## src/rtl/gbfr_pkg.sv

```systemverilog
// Shared types, constants and range table for the GB18030 four-byte range codec.
package gbfr_pkg;

  localparam logic OP_ENCODE      = 1'b0;
  localparam logic OP_DECODE      = 1'b1;
  localparam logic STATUS_OK      = 1'b0;
  localparam logic STATUS_ILLEGAL = 1'b1;

  localparam int CP_W        = 21;
  localparam int LIN_W       = 21;
  localparam int BYTE_W      = 8;
  localparam int RANGE_COUNT = 13;
  localparam int SPAN_IDX_W  = $clog2(RANGE_COUNT);

  localparam logic [BYTE_W-1:0] LEAD_BASE  = 8'h81;
  localparam logic [BYTE_W-1:0] LEAD_MAX   = 8'hfe;
  localparam logic [BYTE_W-1:0] TRAIL_BASE = 8'h30;
  localparam logic [BYTE_W-1:0] TRAIL_MAX  = 8'h39;

  localparam int TRAIL_RADIX = 8'h3a - 8'h30;
  localparam int LEAD_RADIX  = 8'hff - 8'h81;
  localparam int PAIR_RADIX  = LEAD_RADIX * TRAIL_RADIX;
  localparam int PAIR_W      = $clog2(PAIR_RADIX);

  // reciprocal multipliers, exact for any 21-bit dividend
  localparam int          PROD_W    = 43;
  localparam int unsigned RCP10     = 1677722;
  localparam int          RCP10_SH  = 24;
  localparam int unsigned RCP1260   = 3408705;
  localparam int          RCP1260_SH = 32;
  localparam int unsigned RCP12600  = 2726964;
  localparam int          RCP12600_SH = 35;
  localparam int          Q10_W     = 18;
  localparam int          Q1260_W   = 11;
  localparam int          Q12600_W  = 8;

  localparam logic [LIN_W-1:0] SPAN_LIN_LO [RANGE_COUNT] = '{
    21'h00334, 21'h02403, 21'h032ad, 21'h0396a, 21'h03de7, 21'h04159, 21'h0440a,
    21'h04629, 21'h04a63, 21'h0830e, 21'h094be, 21'h099e2, 21'h2e248};
  localparam logic [LIN_W-1:0] SPAN_LIN_HI [RANGE_COUNT] = '{
    21'h01ef1, 21'h02c40, 21'h035a9, 21'h03cde, 21'h03fbd, 21'h042cd, 21'h045c2,
    21'h048e7, 21'h082bc, 21'h093d4, 21'h098c3, 21'h099fb, 21'h12e247};
  localparam logic [CP_W-1:0] SPAN_CP_LO [RANGE_COUNT] = '{
    21'h00452, 21'h02643, 21'h0361b, 21'h03ce1, 21'h04160, 21'h044d7, 21'h0478e,
    21'h049b8, 21'h09fa6, 21'h0e865, 21'h0fa2a, 21'h0ffe6, 21'h10000};
  localparam logic [CP_W-1:0] SPAN_CP_HI [RANGE_COUNT] = '{
    21'h0200f, 21'h02e80, 21'h03917, 21'h04055, 21'h04336, 21'h0464b, 21'h04946,
    21'h04c76, 21'h0d7ff, 21'h0f92b, 21'h0fe2f, 21'h0ffff, 21'h10ffff};

  typedef logic [SPAN_IDX_W-1:0] span_idx_t;

  typedef struct packed {
    logic      hit;
    span_idx_t idx;
  } span_hit_t;

  typedef struct packed {
    logic              vld;
    logic              op;
    logic              ok;
    span_idx_t         idx;
    logic [CP_W-1:0]   cp;
    logic [PAIR_W-1:0] pair_hi;
    logic [PAIR_W-1:0] pair_lo;
  } s1_t;

  typedef struct packed {
    logic             vld;
    logic             op;
    logic             ok;
    span_idx_t        idx;
    logic [LIN_W-1:0] lin;
  } s2_t;

  typedef struct packed {
    logic                vld;
    logic                op;
    logic                ok;
    span_idx_t           idx;
    logic [LIN_W-1:0]    lin;
    logic [Q10_W-1:0]    q10;
    logic [Q1260_W-1:0]  q1260;
    logic [Q12600_W-1:0] q12600;
  } s3_t;

  typedef struct packed {
    logic              vld;
    logic              status;
    logic [CP_W-1:0]   cp;
    logic [BYTE_W-1:0] b0;
    logic [BYTE_W-1:0] b1;
    logic [BYTE_W-1:0] b2;
    logic [BYTE_W-1:0] b3;
  } res_t;

  function automatic logic is_lead(input logic [BYTE_W-1:0] b);
    return (b >= LEAD_BASE) && (b <= LEAD_MAX);
  endfunction

  function automatic logic is_trail(input logic [BYTE_W-1:0] b);
    return (b >= TRAIL_BASE) && (b <= TRAIL_MAX);
  endfunction

  // by_lin selects the linear spans, otherwise the code point spans
  function automatic span_hit_t find_span(input logic [LIN_W-1:0] v, input logic by_lin);
    span_hit_t        r;
    logic [LIN_W-1:0] lo_v;
    logic [LIN_W-1:0] hi_v;
    r = '0;
    for (int i = RANGE_COUNT - 1; i >= 0; i--) begin
      lo_v = by_lin ? SPAN_LIN_LO[i] : SPAN_CP_LO[i];
      hi_v = by_lin ? SPAN_LIN_HI[i] : SPAN_CP_HI[i];
      if ((v >= lo_v) && (v <= hi_v)) begin
        r.hit = 1'b1;
        r.idx = SPAN_IDX_W'(i);
      end
    end
    return r;
  endfunction

endpackage

```

## src/rtl/gbfr_classify.sv

```systemverilog
// Stage 1: code point range search and byte checks with pair folding.
module gbfr_classify import gbfr_pkg::*; (
  input  logic              clk,
  input  logic              rst_n,
  input  logic              vld_i,
  input  logic              op_i,
  input  logic [CP_W-1:0]   cp_i,
  input  logic [BYTE_W-1:0] b0_i,
  input  logic [BYTE_W-1:0] b1_i,
  input  logic [BYTE_W-1:0] b2_i,
  input  logic [BYTE_W-1:0] b3_i,
  output s1_t               s1_o
);

  s1_t       s1_r;
  s1_t       s1_nxt;
  span_hit_t hit;
  logic      bytes_ok;

  always_comb begin
    hit      = find_span(cp_i, 1'b0);
    bytes_ok = is_lead(b0_i) && is_trail(b1_i) && is_lead(b2_i) && is_trail(b3_i);
    s1_nxt.vld     = vld_i;
    s1_nxt.op      = op_i;
    s1_nxt.ok      = (op_i == OP_DECODE) ? bytes_ok : hit.hit;
    s1_nxt.idx     = hit.idx;
    s1_nxt.cp      = cp_i;
    s1_nxt.pair_hi = PAIR_W'(b0_i - LEAD_BASE) * PAIR_W'(TRAIL_RADIX)
                   + PAIR_W'(b1_i - TRAIL_BASE);
    s1_nxt.pair_lo = PAIR_W'(b2_i - LEAD_BASE) * PAIR_W'(TRAIL_RADIX)
                   + PAIR_W'(b3_i - TRAIL_BASE);
  end

  always_ff @(posedge clk) begin
    if (!rst_n) begin
      s1_r.vld <= 1'b0;
    end else begin
      s1_r <= s1_nxt;
    end
  end

  assign s1_o = s1_r;

endmodule

```

## src/rtl/gbfr_linear.sv

```systemverilog
// Stage 2: linear value from code point offset or from folded byte pairs.
module gbfr_linear import gbfr_pkg::*; (
  input  logic clk,
  input  logic rst_n,
  input  s1_t  s1_i,
  output s2_t  s2_o
);

  s2_t s2_r;
  s2_t s2_nxt;

  always_comb begin
    s2_nxt.vld = s1_i.vld;
    s2_nxt.op  = s1_i.op;
    s2_nxt.ok  = s1_i.ok;
    s2_nxt.idx = s1_i.idx;
    if (s1_i.op == OP_DECODE) begin
      s2_nxt.lin = LIN_W'(s1_i.pair_hi) * LIN_W'(PAIR_RADIX) + LIN_W'(s1_i.pair_lo);
    end else begin
      s2_nxt.lin = s1_i.cp - SPAN_CP_LO[s1_i.idx] + SPAN_LIN_LO[s1_i.idx];
    end
  end

  always_ff @(posedge clk) begin
    if (!rst_n) begin
      s2_r.vld <= 1'b0;
    end else begin
      s2_r <= s2_nxt;
    end
  end

  assign s2_o = s2_r;

endmodule

```

## src/rtl/gbfr_divide.sv

```systemverilog
// Stage 3: reciprocal quotients for encode and linear range search for decode.
module gbfr_divide import gbfr_pkg::*; (
  input  logic clk,
  input  logic rst_n,
  input  s2_t  s2_i,
  output s3_t  s3_o
);

  s3_t              s3_r;
  s3_t              s3_nxt;
  span_hit_t        hit;
  logic [PROD_W-1:0] p10;
  logic [PROD_W-1:0] p1260;
  logic [PROD_W-1:0] p12600;

  always_comb begin
    hit    = find_span(s2_i.lin, 1'b1);
    p10    = PROD_W'(s2_i.lin) * PROD_W'(RCP10);
    p1260  = PROD_W'(s2_i.lin) * PROD_W'(RCP1260);
    p12600 = PROD_W'(s2_i.lin) * PROD_W'(RCP12600);
    s3_nxt.vld    = s2_i.vld;
    s3_nxt.op     = s2_i.op;
    s3_nxt.ok     = (s2_i.op == OP_DECODE) ? (s2_i.ok && hit.hit) : s2_i.ok;
    s3_nxt.idx    = hit.idx;
    s3_nxt.lin    = s2_i.lin;
    s3_nxt.q10    = p10[RCP10_SH +: Q10_W];
    s3_nxt.q1260  = p1260[RCP1260_SH +: Q1260_W];
    s3_nxt.q12600 = p12600[RCP12600_SH +: Q12600_W];
  end

  always_ff @(posedge clk) begin
    if (!rst_n) begin
      s3_r.vld <= 1'b0;
    end else begin
      s3_r <= s3_nxt;
    end
  end

  assign s3_o = s3_r;

endmodule

```

## src/rtl/gbfr_emit.sv

```systemverilog
// Stage 4: byte digits for encode, code point for decode, result register.
module gbfr_emit import gbfr_pkg::*; (
  input  logic clk,
  input  logic rst_n,
  input  s3_t  s3_i,
  output res_t res_o
);

  res_t               res_r;
  res_t               res_nxt;
  logic [LIN_W-1:0]   d_full;
  logic [Q10_W-1:0]   c_full;
  logic [Q1260_W-1:0] b_full;
  logic [CP_W-1:0]    cp_dec;
  logic               enc_ok;
  logic               dec_ok;

  always_comb begin
    d_full = s3_i.lin - LIN_W'(s3_i.q10) * LIN_W'(TRAIL_RADIX);
    c_full = s3_i.q10 - Q10_W'(s3_i.q1260) * Q10_W'(LEAD_RADIX);
    b_full = s3_i.q1260 - Q1260_W'(s3_i.q12600) * Q1260_W'(TRAIL_RADIX);
    cp_dec = s3_i.lin - SPAN_LIN_LO[s3_i.idx] + SPAN_CP_LO[s3_i.idx];
    enc_ok = s3_i.ok && (s3_i.op == OP_ENCODE);
    dec_ok = s3_i.ok && (s3_i.op == OP_DECODE);
    res_nxt.vld    = s3_i.vld;
    res_nxt.status = s3_i.ok ? STATUS_OK : STATUS_ILLEGAL;
    res_nxt.cp     = dec_ok ? cp_dec : '0;
    res_nxt.b0     = enc_ok ? LEAD_BASE + BYTE_W'(s3_i.q12600) : '0;
    res_nxt.b1     = enc_ok ? TRAIL_BASE + BYTE_W'(b_full[3:0]) : '0;
    res_nxt.b2     = enc_ok ? LEAD_BASE + BYTE_W'(c_full[6:0]) : '0;
    res_nxt.b3     = enc_ok ? TRAIL_BASE + BYTE_W'(d_full[3:0]) : '0;
  end

  always_ff @(posedge clk) begin
    if (!rst_n) begin
      res_r.vld <= 1'b0;
    end else begin
      res_r <= res_nxt;
    end
  end

  assign res_o = res_r;

endmodule

```

## src/rtl/gb18030_four_byte_range_codec_unit.sv

```systemverilog
// Top level of the GB18030 four-byte range codec.
// An accepted start passes the s1, s2, s3 and result registers on its way to its out_valid beat.
// Throughput: one beat per cycle while busy is low, through four register stages (range search,
// linear value, reciprocal divide, digit split); out_valid cannot be stalled.
// Reset: synchronous, active low; clears all stage valid bits, busy is high
// during reset and for the cycle after it.
module gb18030_four_byte_range_codec_unit import gbfr_pkg::*; (
  input  logic              clk,
  input  logic              rst_n,
  input  logic              start,
  output logic              busy,
  input  logic              in_operation,
  input  logic [CP_W-1:0]   in_code_point,
  input  logic [BYTE_W-1:0] in_byte_0,
  input  logic [BYTE_W-1:0] in_byte_1,
  input  logic [BYTE_W-1:0] in_byte_2,
  input  logic [BYTE_W-1:0] in_byte_3,
  output logic              out_valid,
  output logic              out_status,
  output logic [CP_W-1:0]   out_code_point,
  output logic [BYTE_W-1:0] out_byte_0,
  output logic [BYTE_W-1:0] out_byte_1,
  output logic [BYTE_W-1:0] out_byte_2,
  output logic [BYTE_W-1:0] out_byte_3
);

  localparam int LATENCY = 4;

  logic busy_r;
  s1_t  s1;
  s2_t  s2;
  s3_t  s3;
  res_t res;

  always_ff @(posedge clk) begin
    if (!rst_n) begin
      busy_r <= 1'b1;
    end else begin
      busy_r <= 1'b0;
    end
  end

  assign busy = busy_r | ~rst_n;

  gbfr_classify u_classify (
    .clk   (clk),
    .rst_n (rst_n),
    .vld_i (start & ~busy),
    .op_i  (in_operation),
    .cp_i  (in_code_point),
    .b0_i  (in_byte_0),
    .b1_i  (in_byte_1),
    .b2_i  (in_byte_2),
    .b3_i  (in_byte_3),
    .s1_o  (s1)
  );

  gbfr_linear u_linear (
    .clk   (clk),
    .rst_n (rst_n),
    .s1_i  (s1),
    .s2_o  (s2)
  );

  gbfr_divide u_divide (
    .clk   (clk),
    .rst_n (rst_n),
    .s2_i  (s2),
    .s3_o  (s3)
  );

  gbfr_emit u_emit (
    .clk   (clk),
    .rst_n (rst_n),
    .s3_i  (s3),
    .res_o (res)
  );

  assign out_valid      = res.vld;
  assign out_status     = res.status;
  assign out_code_point = res.cp;
  assign out_byte_0     = res.b0;
  assign out_byte_1     = res.b1;
  assign out_byte_2     = res.b2;
  assign out_byte_3     = res.b3;

  a_beat_latency: assert property (@(posedge clk) disable iff (!rst_n)
    out_valid == $past(start && !busy, LATENCY))
    else $error("result beat does not match accepted beat");

  a_illegal_zero: assert property (@(posedge clk) disable iff (!rst_n)
    (out_valid && out_status == STATUS_ILLEGAL) |->
      (out_code_point == '0 && out_byte_0 == '0 && out_byte_1 == '0 &&
       out_byte_2 == '0 && out_byte_3 == '0))
    else $error("illegal result carries payload");

  a_encode_bytes: assert property (@(posedge clk) disable iff (!rst_n)
    (out_valid && out_status == STATUS_OK && $past(in_operation, LATENCY) == OP_ENCODE) |->
      (out_byte_0 >= LEAD_BASE && out_byte_0 <= LEAD_MAX &&
       out_byte_1 >= TRAIL_BASE && out_byte_1 <= TRAIL_MAX &&
       out_byte_2 >= LEAD_BASE && out_byte_2 <= LEAD_MAX &&
       out_byte_3 >= TRAIL_BASE && out_byte_3 <= TRAIL_MAX &&
       out_code_point == '0))
    else $error("encoded bytes out of lead or trail range");

  a_decode_range: assert property (@(posedge clk) disable iff (!rst_n)
    (out_valid && out_status == STATUS_OK && $past(in_operation, LATENCY) == OP_DECODE) |->
      (out_code_point <= SPAN_CP_HI[RANGE_COUNT-1] && out_byte_0 == '0 &&
       out_byte_1 == '0 && out_byte_2 == '0 && out_byte_3 == '0))
    else $error("decoded code point out of range");

endmodule

```

## config.mk

```make
export PLATFORM = sky130hd
export DESIGN_NAME = gb18030_four_byte_range_codec_unit
export DESIGN_NICKNAME = d
export VERILOG_FILES = /design/src/rtl/gbfr_pkg.sv /design/src/rtl/gbfr_classify.sv /design/src/rtl/gbfr_linear.sv /design/src/rtl/gbfr_divide.sv /design/src/rtl/gbfr_emit.sv /design/src/rtl/gb18030_four_byte_range_codec_unit.sv
export SDC_FILE = /design/constraint.sdc
export NUM_CORES = 2
export LEC_CHECK = 0
export ABC_CLOCK_PERIOD_IN_PS = 11300
export BUFFER_PORTS_ARGS = -buffer_cell sky130_fd_sc_hd__buf_2
export CELL_PAD_IN_SITES_DETAIL_PLACEMENT = 0
export CELL_PAD_IN_SITES_GLOBAL_PLACEMENT = 2
export CORE_ASPECT_RATIO = 1.2
export CORE_MARGIN = 2
export CORE_UTILIZATION = 46
export CTS_CLUSTER_DIAMETER = 120
export DETAILED_ROUTE_END_ITERATION = 10
export PLACE_DENSITY_LB_ADDON = 0.1
export SETUP_SLACK_MARGIN = 0.5
export SYNTH_ARGS = -nofsm -noshare
export SYNTH_HDL_FRONTEND = slang
export SYNTH_SLANG_ARGS = --single-unit
```

## constraint.sdc

```tcl
create_clock -name clk -period 11.3 [get_ports clk]
set_clock_uncertainty 0.05 [all_clocks]
set_input_delay 1.13 -clock clk [delete_from_list [all_inputs] [get_ports clk]]
set_output_delay 1.13 -clock clk [all_outputs]
set_load 0.005 [all_outputs]
```

==> impl_summary.log <==
INFO  metric cp_num_buf_inv = 6
INFO  metric cts_num_sinks = 172
INFO  metric cts_tree = yes
INFO  metric path_clk_slew = 0.08 ns
INFO  metric cts_buffers = 17
INFO  metric number_of_fill_cells = 6900
INFO  metric worst_r2r_startpoint = u_linear.s2_o[2]
INFO  metric timing.max_cap.violations = 0
INFO  metric placement.io_buffers = 108
INFO  metric yosysUniqueCellTypes = 82
INFO  metric synth_most_common_cell = sky130_fd_sc_hd__inv_1
INFO  metric ctsLongestPathBuffers = 2
INFO  metric gr-usage-met2 = 54.8%
INFO  metric cts_hold_buffers = 0
INFO  metric worst_path_max_delay_cell = sky130_fd_sc_hd__ha_1
INFO  metric synth_warnings = 0
INFO  metric ioPinCount = 113
INFO  metric reg2reg_depth = 23
INFO  metric postCtsSetupRepairBufs = 0
INFO  metric placement_rows = 108
INFO  metric cp.depth = 23
INFO  metric busiest_layer = met2
INFO  metric post_dr_vias_cell = 5.58
INFO  metric gpl.final_weighted_congestion = a little under 1
INFO  metric globalRouteTotalUtil = 29.0%
INFO  metric worst-setup-path-type = register to register
INFO  metric grt-ovfl-total = 0
INFO  metric synth_area_leaders = sky130_fd_sc_hd__ha_1, sky130_fd_sc_hd__fa_1, sky130_fd_sc_hd__edfxtp_1
INFO  metric post-route-drc-count = 0
INFO  metric die_y = 299 microns
INFO  metric worst_setup_path_endpoint = u_divide.s3_o[25]
INFO  metric core_area = 72000 sq um
INFO  metric cts_max_level = 4
INFO  metric commonest_register_cell_after_synthesis = sky130_fd_sc_hd__edfxtp_1
INFO  metric synthesis.instances = 3423
INFO  metric met1_global_route_usage = 31.7%
INFO  metric grt_setup_unrepaired = no
INFO  metric worst-endpoint-required = 11.50 ns
INFO  metric route.final.wire_length = 105000 microns
INFO  metric grt_pass1_wl = ~160000 microns
INFO  metric report.final.slew_viol_count = 0
INFO  metric clock_latency = 0.52 ns
INFO  metric edff_count_synth = 167
INFO  metric period_minus_slack = 8.33 ns
INFO  metric drive_gt1_share = 5.70%
INFO  metric postSynthAreaPerCell = 9.72 sq um
INFO  metric status = completed
INFO  metric async_flop_share = 0%
INFO  metric maxSlewHeadroom = a little under a fifth
INFO  metric synth_top_cell_by_area = sky130_fd_sc_hd__ha_1
INFO  metric cts-root-buf = sky130_fd_sc_hd__clkbuf_16
INFO  metric crit_path_start_kind = register
INFO  metric dieArea = 74500 sq um
INFO  metric grt_pass1_vias = 26900
INFO  metric dp.final_hpwl = between 80000 and 90000 microns
INFO  metric worst_hold_path_type = register to register
INFO  metric first_pass_iters = 8
INFO  metric post_cts_resize_count = 0
INFO  metric cp_cell_sequence = buf_4 -> inv_1 -> ha_1 -> inv_1 -> fa_1 -> fa_1 -> fa_1 -> fa_1 -> inv_1 -> fa_1 -> inv_1 -> fa_1 -> inv_1 -> ha_1 -> nand3_1 -> nor3_1 -> nand2_1 -> a31oi_1 -> nor3_1 -> o2111ai_1 -> a21o_1 -> a21oi_1 -> xnor2_1
INFO  metric crit_family = adder cells
INFO  metric yosys-top-cells-count = sky130_fd_sc_hd__inv_1, sky130_fd_sc_hd__ha_1, sky130_fd_sc_hd__fa_1, sky130_fd_sc_hd__edfxtp_1, sky130_fd_sc_hd__a21oi_1
INFO  metric regToRegSetupSlack = 2.97 ns
INFO  metric worstMarginPinSlew = around 1.2 ns
INFO  metric hold_violations = 0
INFO  metric initial_core_util = ~46%
INFO  metric critical_path.most_common_cell = sky130_fd_sc_hd__fa_1
INFO  metric final_min_period_over_clock_period = between 70% and 80%
INFO  metric timing.final.setup_violations = 0
INFO  metric fin_setup_tns = 0 ns
INFO  metric chipWidth = 250 microns
INFO  metric r2r_end = u_divide.s3_o[25]
INFO  metric critical-path-max-stage-delay = around 0.84 ns
INFO  metric cp-startpoint = u_linear.s2_o[2]
INFO  metric antenna_found_initial = 4
INFO  metric nets = roughly 4700
INFO  metric postSynthRegisterBits = ~170
INFO  metric synth_top_area_share = 27.1%
INFO  metric worstSetupEndpointType = register
INFO  metric timing.critical_path.fanout_max = 15
INFO  metric postRouteAntennaNets = 0
INFO  metric fmax = ~0.12 GHz
INFO  metric end_of_flow_core_utilization = approximately 49%
INFO  metric grt_max_degree = between 70 and 80
INFO  metric route.detailed.wl_per_inst = 23.5 microns
INFO  metric met3_usage = 2.94%
INFO  metric synthToLayoutAreaGrowth = 7.10%
INFO  metric synth.cell_area = 33300 sq um
INFO  metric crit_arrival = 8.53 ns
INFO  metric route.vias.total = 25000
INFO  metric initialDrtViolationCount = 1280
INFO  metric seq_area_frac_synth = 15.4%
-- layout by cell type, fill, tap and decap left out, types with 12 or more instances in the layout --
cell type,n
sky130_fd_sc_hd__o21ai_0,117
sky130_fd_sc_hd__nand2_1,134
sky130_fd_sc_hd__and3_1,17
sky130_fd_sc_hd__ha_1,721
sky130_fd_sc_hd__nand4_1,31
sky130_fd_sc_hd__fa_1,397
sky130_fd_sc_hd__nor2b_1,26
sky130_fd_sc_hd__buf_2,107
sky130_fd_sc_hd__a21oi_1,166
sky130_fd_sc_hd__mux2i_1,13
sky130_fd_sc_hd__nor2_1,133
sky130_fd_sc_hd__a21boi_0,15
sky130_fd_sc_hd__buf_4,32
sky130_fd_sc_hd__o211ai_1,12
sky130_fd_sc_hd__edfxtp_1,167
sky130_fd_sc_hd__inv_1,762
sky130_fd_sc_hd__nand3_1,48
sky130_fd_sc_hd__o31ai_1,15
sky130_fd_sc_hd__nor3_1,52
sky130_fd_sc_hd__a21o_1,61
sky130_fd_sc_hd__nor4_1,19
sky130_fd_sc_hd__o21a_1,13
sky130_fd_sc_hd__xnor2_1,115
sky130_fd_sc_hd__nand2b_1,22
sky130_fd_sc_hd__a31oi_1,30
sky130_fd_sc_hd__a211oi_1,21
sky130_fd_sc_hd__o21bai_1,25
sky130_fd_sc_hd__or3_1,15
sky130_fd_sc_hd__clkbuf_16,17
sky130_fd_sc_hd__xor2_1,52
sky130_fd_sc_hd__and2_1,16
-- worst register-to-register path: stages, from the launching register on --
cell and delay, ns:
sky130_fd_sc_hd__edfxtp_1 0.34, sky130_fd_sc_hd__buf_4 0.37, sky130_fd_sc_hd__inv_1 0.33, sky130_fd_sc_hd__ha_1 0.84, sky130_fd_sc_hd__inv_1 0.17, sky130_fd_sc_hd__fa_1 0.53, sky130_fd_sc_hd__fa_1 0.52, sky130_fd_sc_hd__fa_1 0.53
sky130_fd_sc_hd__fa_1 0.55, sky130_fd_sc_hd__inv_1 0.05, sky130_fd_sc_hd__fa_1 0.54, sky130_fd_sc_hd__inv_1 0.06, sky130_fd_sc_hd__fa_1 0.49, sky130_fd_sc_hd__inv_1 0.04, sky130_fd_sc_hd__ha_1 0.27, sky130_fd_sc_hd__nand3_1 0.10
sky130_fd_sc_hd__nor3_1 0.37, sky130_fd_sc_hd__nand2_1 0.27, sky130_fd_sc_hd__a31oi_1 0.66, sky130_fd_sc_hd__nor3_1 0.27, sky130_fd_sc_hd__o2111ai_1 0.36, sky130_fd_sc_hd__a21o_1 0.19, sky130_fd_sc_hd__a21oi_1 0.08, sky130_fd_sc_hd__xnor2_1 0.12
-- metal layers --
| metal | share of wire [%] | up-vias |
|---|---|---|
| met5 | 0 | - |
| met4 | 6.1 | 0 |
| met3 | 3.4 | 232 |
| met2 | 54 | 635 |
| met1 | 37 | 12500 |
| li1 | - | 11600 |
-- layout make-up --
class                           count  area [sq um]  share of cell area [%]
Antenna cell                        2          5.00                  0.0140
Clock buffer                       17           425                    1.19
Clock inverter                     15           214                   0.600
Inverter                          763          2860                    8.03
Multi-Input combinational cell   2434         25100                    70.3
Sequential cell                   172          5110                    14.3
Tap cell                          935          1170                    3.28
Timing Repair Buffer              140           787                    2.21
-- through the flow --
| stage | cell area (sq um) | hold slack (ns) | setup slack (ns) | cells |
|---|---|---|---|---|
| finish | 35600 | 0.389 | 2.97 | 4478 |
| global route | 35600 | 0.408 | 2.69 | 4476 |
| CTS | 35600 | 0.396 | 3.03 | 4476 |
| detailed placement | 35000 | 0.376 | 3.01 | 4444 |
| global placement | 35000 | 0.364 | 3.17 | 4444 |
| floorplan | 33300 | 0.350 | 4.43 | 3426 |
-- worst min-delay path by stage --
stage                                    from           endpoint  cells after the start
after floorplan           u_classify.s1_o[47]  u_linear.s2_o[25]                      0
after global placement      u_divide.s3_o[64]   u_emit.res_o[54]                      1
after detailed placement    u_linear.s2_o[27]  u_divide.s3_o[64]                      1
after CTS                   u_linear.s2_o[27]  u_divide.s3_o[64]                      1
after global routing        u_divide.s3_o[64]   u_emit.res_o[54]                      1
final                       u_divide.s3_o[64]   u_emit.res_o[54]                      1
-- kinds of logic after synthesis --
logic type / Yosys count / synth area share, %
other cells: 1 / 0.0113
simple gates: 566 / 8.56
mux: 18 / 0.560
xor+xnor: 167 / 4.39
fa+ha+maj: 1118 / 51.0
compound gates: 561 / 10.8
buf+inv: 820 / 9.36
flops: 172 / 15.4
-- flip-flops by register name (all words and copies together), names as in the netlist --
signal           flops
u_linear.s2_o       24
busy_r               1
u_emit.res_o        48
u_divide.s3_o       49
u_classify.s1_o     50
Power is not shown: default switching activity piles up to over one toggle a cycle in this logic, so the estimate is an artifact.
